==> src/hw/rtl/hms_div.sv <==
module hms_div #(
    parameter int NUM_W = 12,
    parameter int DEN_W = 5,
    parameter int QUO_W = 11
) (
    input  logic             aclk,
    input  logic             aresetn,
    input  logic             start,
    input  logic [NUM_W-1:0] num,
    input  logic [DEN_W-1:0] den,
    output logic             done,
    output logic [QUO_W-1:0] quo,
    output logic [DEN_W-1:0] rem
);
    // Restoring divider, one quotient bit per cycle.
    // The caller guarantees num >> QUO_W < den.
    localparam int CNT_W = $clog2(QUO_W + 1);
    localparam int HI_W  = NUM_W - QUO_W;

    logic [DEN_W-1:0] den_reg;
    logic [DEN_W-1:0] rem_reg;
    logic [QUO_W-1:0] quo_reg;
    logic [CNT_W-1:0] cnt_reg;
    logic             busy_reg;
    logic             done_reg;

    logic [HI_W+DEN_W-1:0] hi_ext;
    logic [DEN_W+1:0]      trial;
    logic                  ge;

    assign hi_ext = {{DEN_W{1'b0}}, num[NUM_W-1:QUO_W]};
    assign trial  = {1'b0, rem_reg, quo_reg[QUO_W-1]} - {2'b00, den_reg};
    assign ge     = !trial[DEN_W+1];

    // Step the partial remainder and shift in quotient bits
    always_ff @(posedge aclk) begin
        if (start) begin
            rem_reg <= hi_ext[DEN_W-1:0];
            quo_reg <= num[QUO_W-1:0];
            den_reg <= den;
        end else if (busy_reg) begin
            if (ge) begin
                rem_reg <= trial[DEN_W-1:0];
            end else begin
                rem_reg <= {rem_reg[DEN_W-2:0], quo_reg[QUO_W-1]};
            end
            quo_reg <= {quo_reg[QUO_W-2:0], ge};
        end
    end

    // Count iterations and pulse done on the last one
    always_ff @(posedge aclk) begin
        if (!aresetn) begin
            busy_reg <= 1'b0;
            done_reg <= 1'b0;
            cnt_reg  <= '0;
        end else begin
            done_reg <= 1'b0;
            if (start) begin
                busy_reg <= 1'b1;
                cnt_reg  <= CNT_W'(QUO_W);
            end else if (busy_reg) begin
                cnt_reg <= cnt_reg - 1'b1;
                if (cnt_reg == CNT_W'(1)) begin
                    busy_reg <= 1'b0;
                    done_reg <= 1'b1;
                end
            end
        end
    end

    assign done = done_reg;
    assign quo  = quo_reg;
    assign rem  = rem_reg;

    a_done_after_busy: assert property (@(posedge aclk) disable iff (!aresetn)
        done_reg |-> $past(busy_reg))
        else $error("divider finished without running");

endmodule

==> config.mk <==
export PLATFORM = sky130hd
export DESIGN_NAME = hms_div
export DESIGN_NICKNAME = d
export VERILOG_FILES = /design/src/hw/rtl/hms_div.sv
export SDC_FILE = /design/constraint.sdc
export NUM_CORES = 1
export LEC_CHECK = 0
export ABC_CLOCK_PERIOD_IN_PS = 2250
export BUFFER_PORTS_ARGS = -buffer_cell sky130_fd_sc_hd__buf_2
export CAP_MARGIN = 20
export CORE_MARGIN = 2
export CORE_UTILIZATION = 45
export CTS_BUF_LIST = sky130_fd_sc_hd__clkbuf_8
export CTS_CLUSTER_SIZE = 24
export DETAILED_ROUTE_END_ITERATION = 12
export PLACE_DENSITY = 0.75
export SKIP_LAST_GASP = 1
export SYNTH_ARGS = -nofsm -noshare
export SYNTH_HDL_FRONTEND = slang
export SYNTH_SLANG_ARGS = --single-unit
export TNS_END_PERCENT = 1
==> constraint.sdc <==
create_clock -name aclk -period 2.25 [get_ports aclk]
set_clock_uncertainty 0.1 [all_clocks]
set_input_delay 0.225 -clock aclk [delete_from_list [all_inputs] [get_ports aclk]]
set_output_delay 0.225 -clock aclk [all_outputs]
set_load 0.02 [all_outputs]
==> impl_metrics.csv <==
group,metric,value,unit
run_status,status,"completed",
routing,drt-total-wl,2422,µm
global_routing,grt_pass1_wl,4015,µm
power_and_ir_drop,power_frac_seq,52.8,%
setup_path,rrSetupSlack,7,ps
sta,worstMarginPinSlew,457.5,ps
finish,synthToLayoutAreaGrowth,23.90,%
power_and_ir_drop,intPower,0.8285,mW
floorplanning,core_area,2758,µm²
clocking,htreeDepth,1,
setup_path,cp.arrival,2180,ps
setup_path,reg2reg_depth,8,
finish,antennaDiodeCount,0,
global_routing,grt_pass1_vias,966,
finish,final_nets,176,
finish,fin_util,59.03,%
synthesis,async_flop_share,0,%
setup_path,crit_chain,"inv_2 > ha_4 > inv_2 > fa_2 > a211oi_4 > o21ai_4 > mux2i_1 > mux2_4",
placed_design,placed_cell_area,1535,µm²
floorplanning,io_pins,37,
floorplanning,rows,19,
setup_path,rr_startpoint,"quo[10]$_DFFE_PP_",
power_and_ir_drop,power_frac_clock,23.6,%
setup_path,path_class,"flop to flop",
global_routing,gr-total-overflow,0,
synthesis,ys_types,25,
clocking,root_buffer,"clkbuf_8",
clocking,cts_buffers,3,
synthesis,synth.most_common_cell,"edfxtp_1",
floorplanning,die_height,58.03,µm
synthesis,netlist_instances,105,
floorplanning,initial_utilization,47.64,%
routing,ant_nets,0,
sta,final.min_clock_period,2243,ps
clocking,clockBufferDepth,2,
power_and_ir_drop,switchingPower,0.3235,mW
synthesis,syn_nets,133,
setup_path,critPathCaptureType,"flop",
floorplanning,die_x,58.03,µm
synthesis,synth_seq_cells,27,
worst_hold_path,min_path_cells,1,
clocking,cts_num_sinks,27,
sta,period_share,99.70,%
sta,fmax,0.4458,GHz
setup_path,cp_slowest_cell,"edfxtp_1",
power_and_ir_drop,p_sw_share,28.08,%
worst_hold_path,min_from,"den[2]",
synthesis,ys.flop_type,"edfxtp_1",
setup_path,cp_max_fo,3,
synthesis,synth_area,1314,µm²
routing,drc_errors,0,
synthesis,synth.area.top_cells,"edfxtp_1 (39%), dfxtp_1 (15%), mux2_2 (10%)",
routing,route.vias.total,933,
finish,final_layout_size_suffix_gt1_share,44.90,%
setup_path,timing.rr.end,"rem[0]$_DFFE_PP_",
global_routing,grt_usage,15.61,%
setup_path,path_common_cell,"inv_2",
routing,wl_per_cell,13.61,µm
placed_design,gp_congestion,0.7144,
sta,finalHoldViolations,0,
clocking,cts_tree,"done",
finish,largest_reg_flops,11,
sta,slew_headroom,69.47,%
routing,first_pass_iters,4,
global_routing,grt_max_degree,25,
placed_design,dpl.hpwl,1736,µm
routing,vias_per_cell,5.242,
clocking,clk_pin_slew_worst_paths,100,ps
job,maxCapViolCount,0,
synthesis,synth_top_area_share,38.86,%
sta,setup_violations,0,
synthesis,yosysTopAreaCell,"edfxtp_1",
sta,final_max_slew_viol_count,0,
setup_path,required,2190,ps
synthesis,synth_edf_count,17,
clocking,clkLatencyLatePin,270,ps
synthesis,yosysSeqAreaShare,54.10,%
floorplanning,dieArea,3367,µm²
synthesis,avgSynthCellArea,12.51,µm²
power_and_ir_drop,combPwrFrac,23.6,%
global_routing,antenna_found_initial,0,
synthesis,synth_warnings,0,
placed_design,numPortBuffers,36,
synthesis,netlist_top_cells_count,"edfxtp_1 (17), mux2_2 (12), dfxtp_1 (10), inv_1 (9), ha_1 (7)",
setup_path,critPathMaxStageDelay,410,ps
sta,rsz0062_at_grt,"true",
routing,drtIter0Drc,28,
power_and_ir_drop,ir_worst_vdd,0.4649,mV
setup_path,crit_path_start_kind,"flop",
worst_hold_path,hp-class,"input pin to flop",
worst_hold_path,min_to,"den_reg[2]$_DFFE_PP_",
power_and_ir_drop,p_per_area,707.7,nW/µm²
finish,fin_area,1628,µm²
power_and_ir_drop,total_leakage_power,0.7143,nW
==> worst max path at each step <==
| stage | startpoint | endpoint | slack, ps | cells after the start |
|---|---|---|---|---|
| after floorplan | quo[10]$_DFFE_PP_ | rem[0]$_DFFE_PP_ | -40 | 8 |
| after global placement | quo[10]$_DFFE_PP_ | rem[0]$_DFFE_PP_ | 50 | 8 |
| after detailed placement | quo[10]$_DFFE_PP_ | rem[0]$_DFFE_PP_ | -30 | 8 |
| after CTS | quo[10]$_DFFE_PP_ | rem[0]$_DFFE_PP_ | 40 | 8 |
| after global routing | quo[10]$_DFFE_PP_ | rem[0]$_DFFE_PP_ | -70 | 8 |
| final | quo[10]$_DFFE_PP_ | rem[0]$_DFFE_PP_ | 7 | 8 |
==> metal layers <==
metal	share of wire, %	vias to the layer above	global-route usage, %
met5	0	-	0
met4	1.9	0	6.312
met3	5.1	6	3.348
met2	51	29	27.92
met1	42	442	18.06
li1	-	456	-
==> layout make-up <==
type / count / area (µm²)
Clock buffer: 3 / 41.29
Timing Repair Buffer: 41 / 217.7
Fill cell: 241 / 1130
Sequential cell: 27 / 710.7
Clock inverter: 1 / 5.005
Multi-Input combinational cell: 66 / 580.6
Tap cell: 31 / 38.79
Inverter: 9 / 33.78
==> cells in the final DEF (no fill, tap or decap), drive strengths merged, types with 2 or more instances in the layout <==
cell | Yosys | routed
nand2 | 6 | 6
mux2 | 12 | 12
a21oi | 2 | 2
nor2 | 5 | 5
xor2 | 5 | 5
dfxtp | 10 | 10
clkbuf | 0 | 3
ha | 7 | 7
mux2i | 3 | 3
buf | 3 | 41
o21ai | 5 | 5
nand2b | 4 | 4
inv | 9 | 9
o21a | 5 | 5
nor3 | 4 | 4
edfxtp | 17 | 17
==> worst max-delay path: cells and delay by family (launching register included) <==
family	cells	cell delay, ps
buffers and inverters	2	130
multiplexers	2	400
adder cells (fa/ha/maj)	2	530
flip-flops	1	410
AO/OA/AOI/OAI	2	430
==> repair_timing <==
action                                 CTS  global route
resized for setup                        0             5
setup endpoints to repair                1             3
endpoints found under the hold margin    0             0
hold buffers                             0             0
setup buffers                            1             3
pin swaps                                2             4
==> power groups by stage <==
stage | registers, mW | clock network (mW) | logic, mW
global placement | 0.616 | 0 | 0.245
global route | 0.615 | 0.295 | 0.300
finish | 0.608 | 0.272 | 0.272
CTS | 0.608 | 0.279 | 0.257
detailed placement | 0.617 | 0 | 0.252
floorplan | 0.648 | 0 | 0.148
==> stage by stage <==
step / hold slack [ps] / TNS, ps / instances / setup slack (ps) / power (mW)
floorplan: 223.9 / -40.53 / 105 / -40.53 / 0.7958
global route: 18.81 / -76.33 / 178 / -67.31 / 1.209
finish: 19.31 / 0 / 178 / 6.652 / 1.152
CTS: 18.34 / 0 / 175 / 44.91 / 1.144
global placement: 301.4 / 0 / 170 / 54.51 / 0.8606
detailed placement: 303.3 / -33.93 / 170 / -33.93 / 0.8694
==> cells by family (layout without fill, tap and decap cells) <==
logic type | count (synthesis) | count (layout) | share of synthesized area (%)
buf+inv | 12 | 54 | 3.714
simple gates | 21 | 21 | 7.619
fa+ha+maj | 8 | 8 | 8.190
mux | 15 | 15 | 12.57
flops | 27 | 27 | 54.10
xor+xnor | 5 | 5 | 3.333
compound gates | 17 | 17 | 10.48
(Power assumes the default switching activity.)
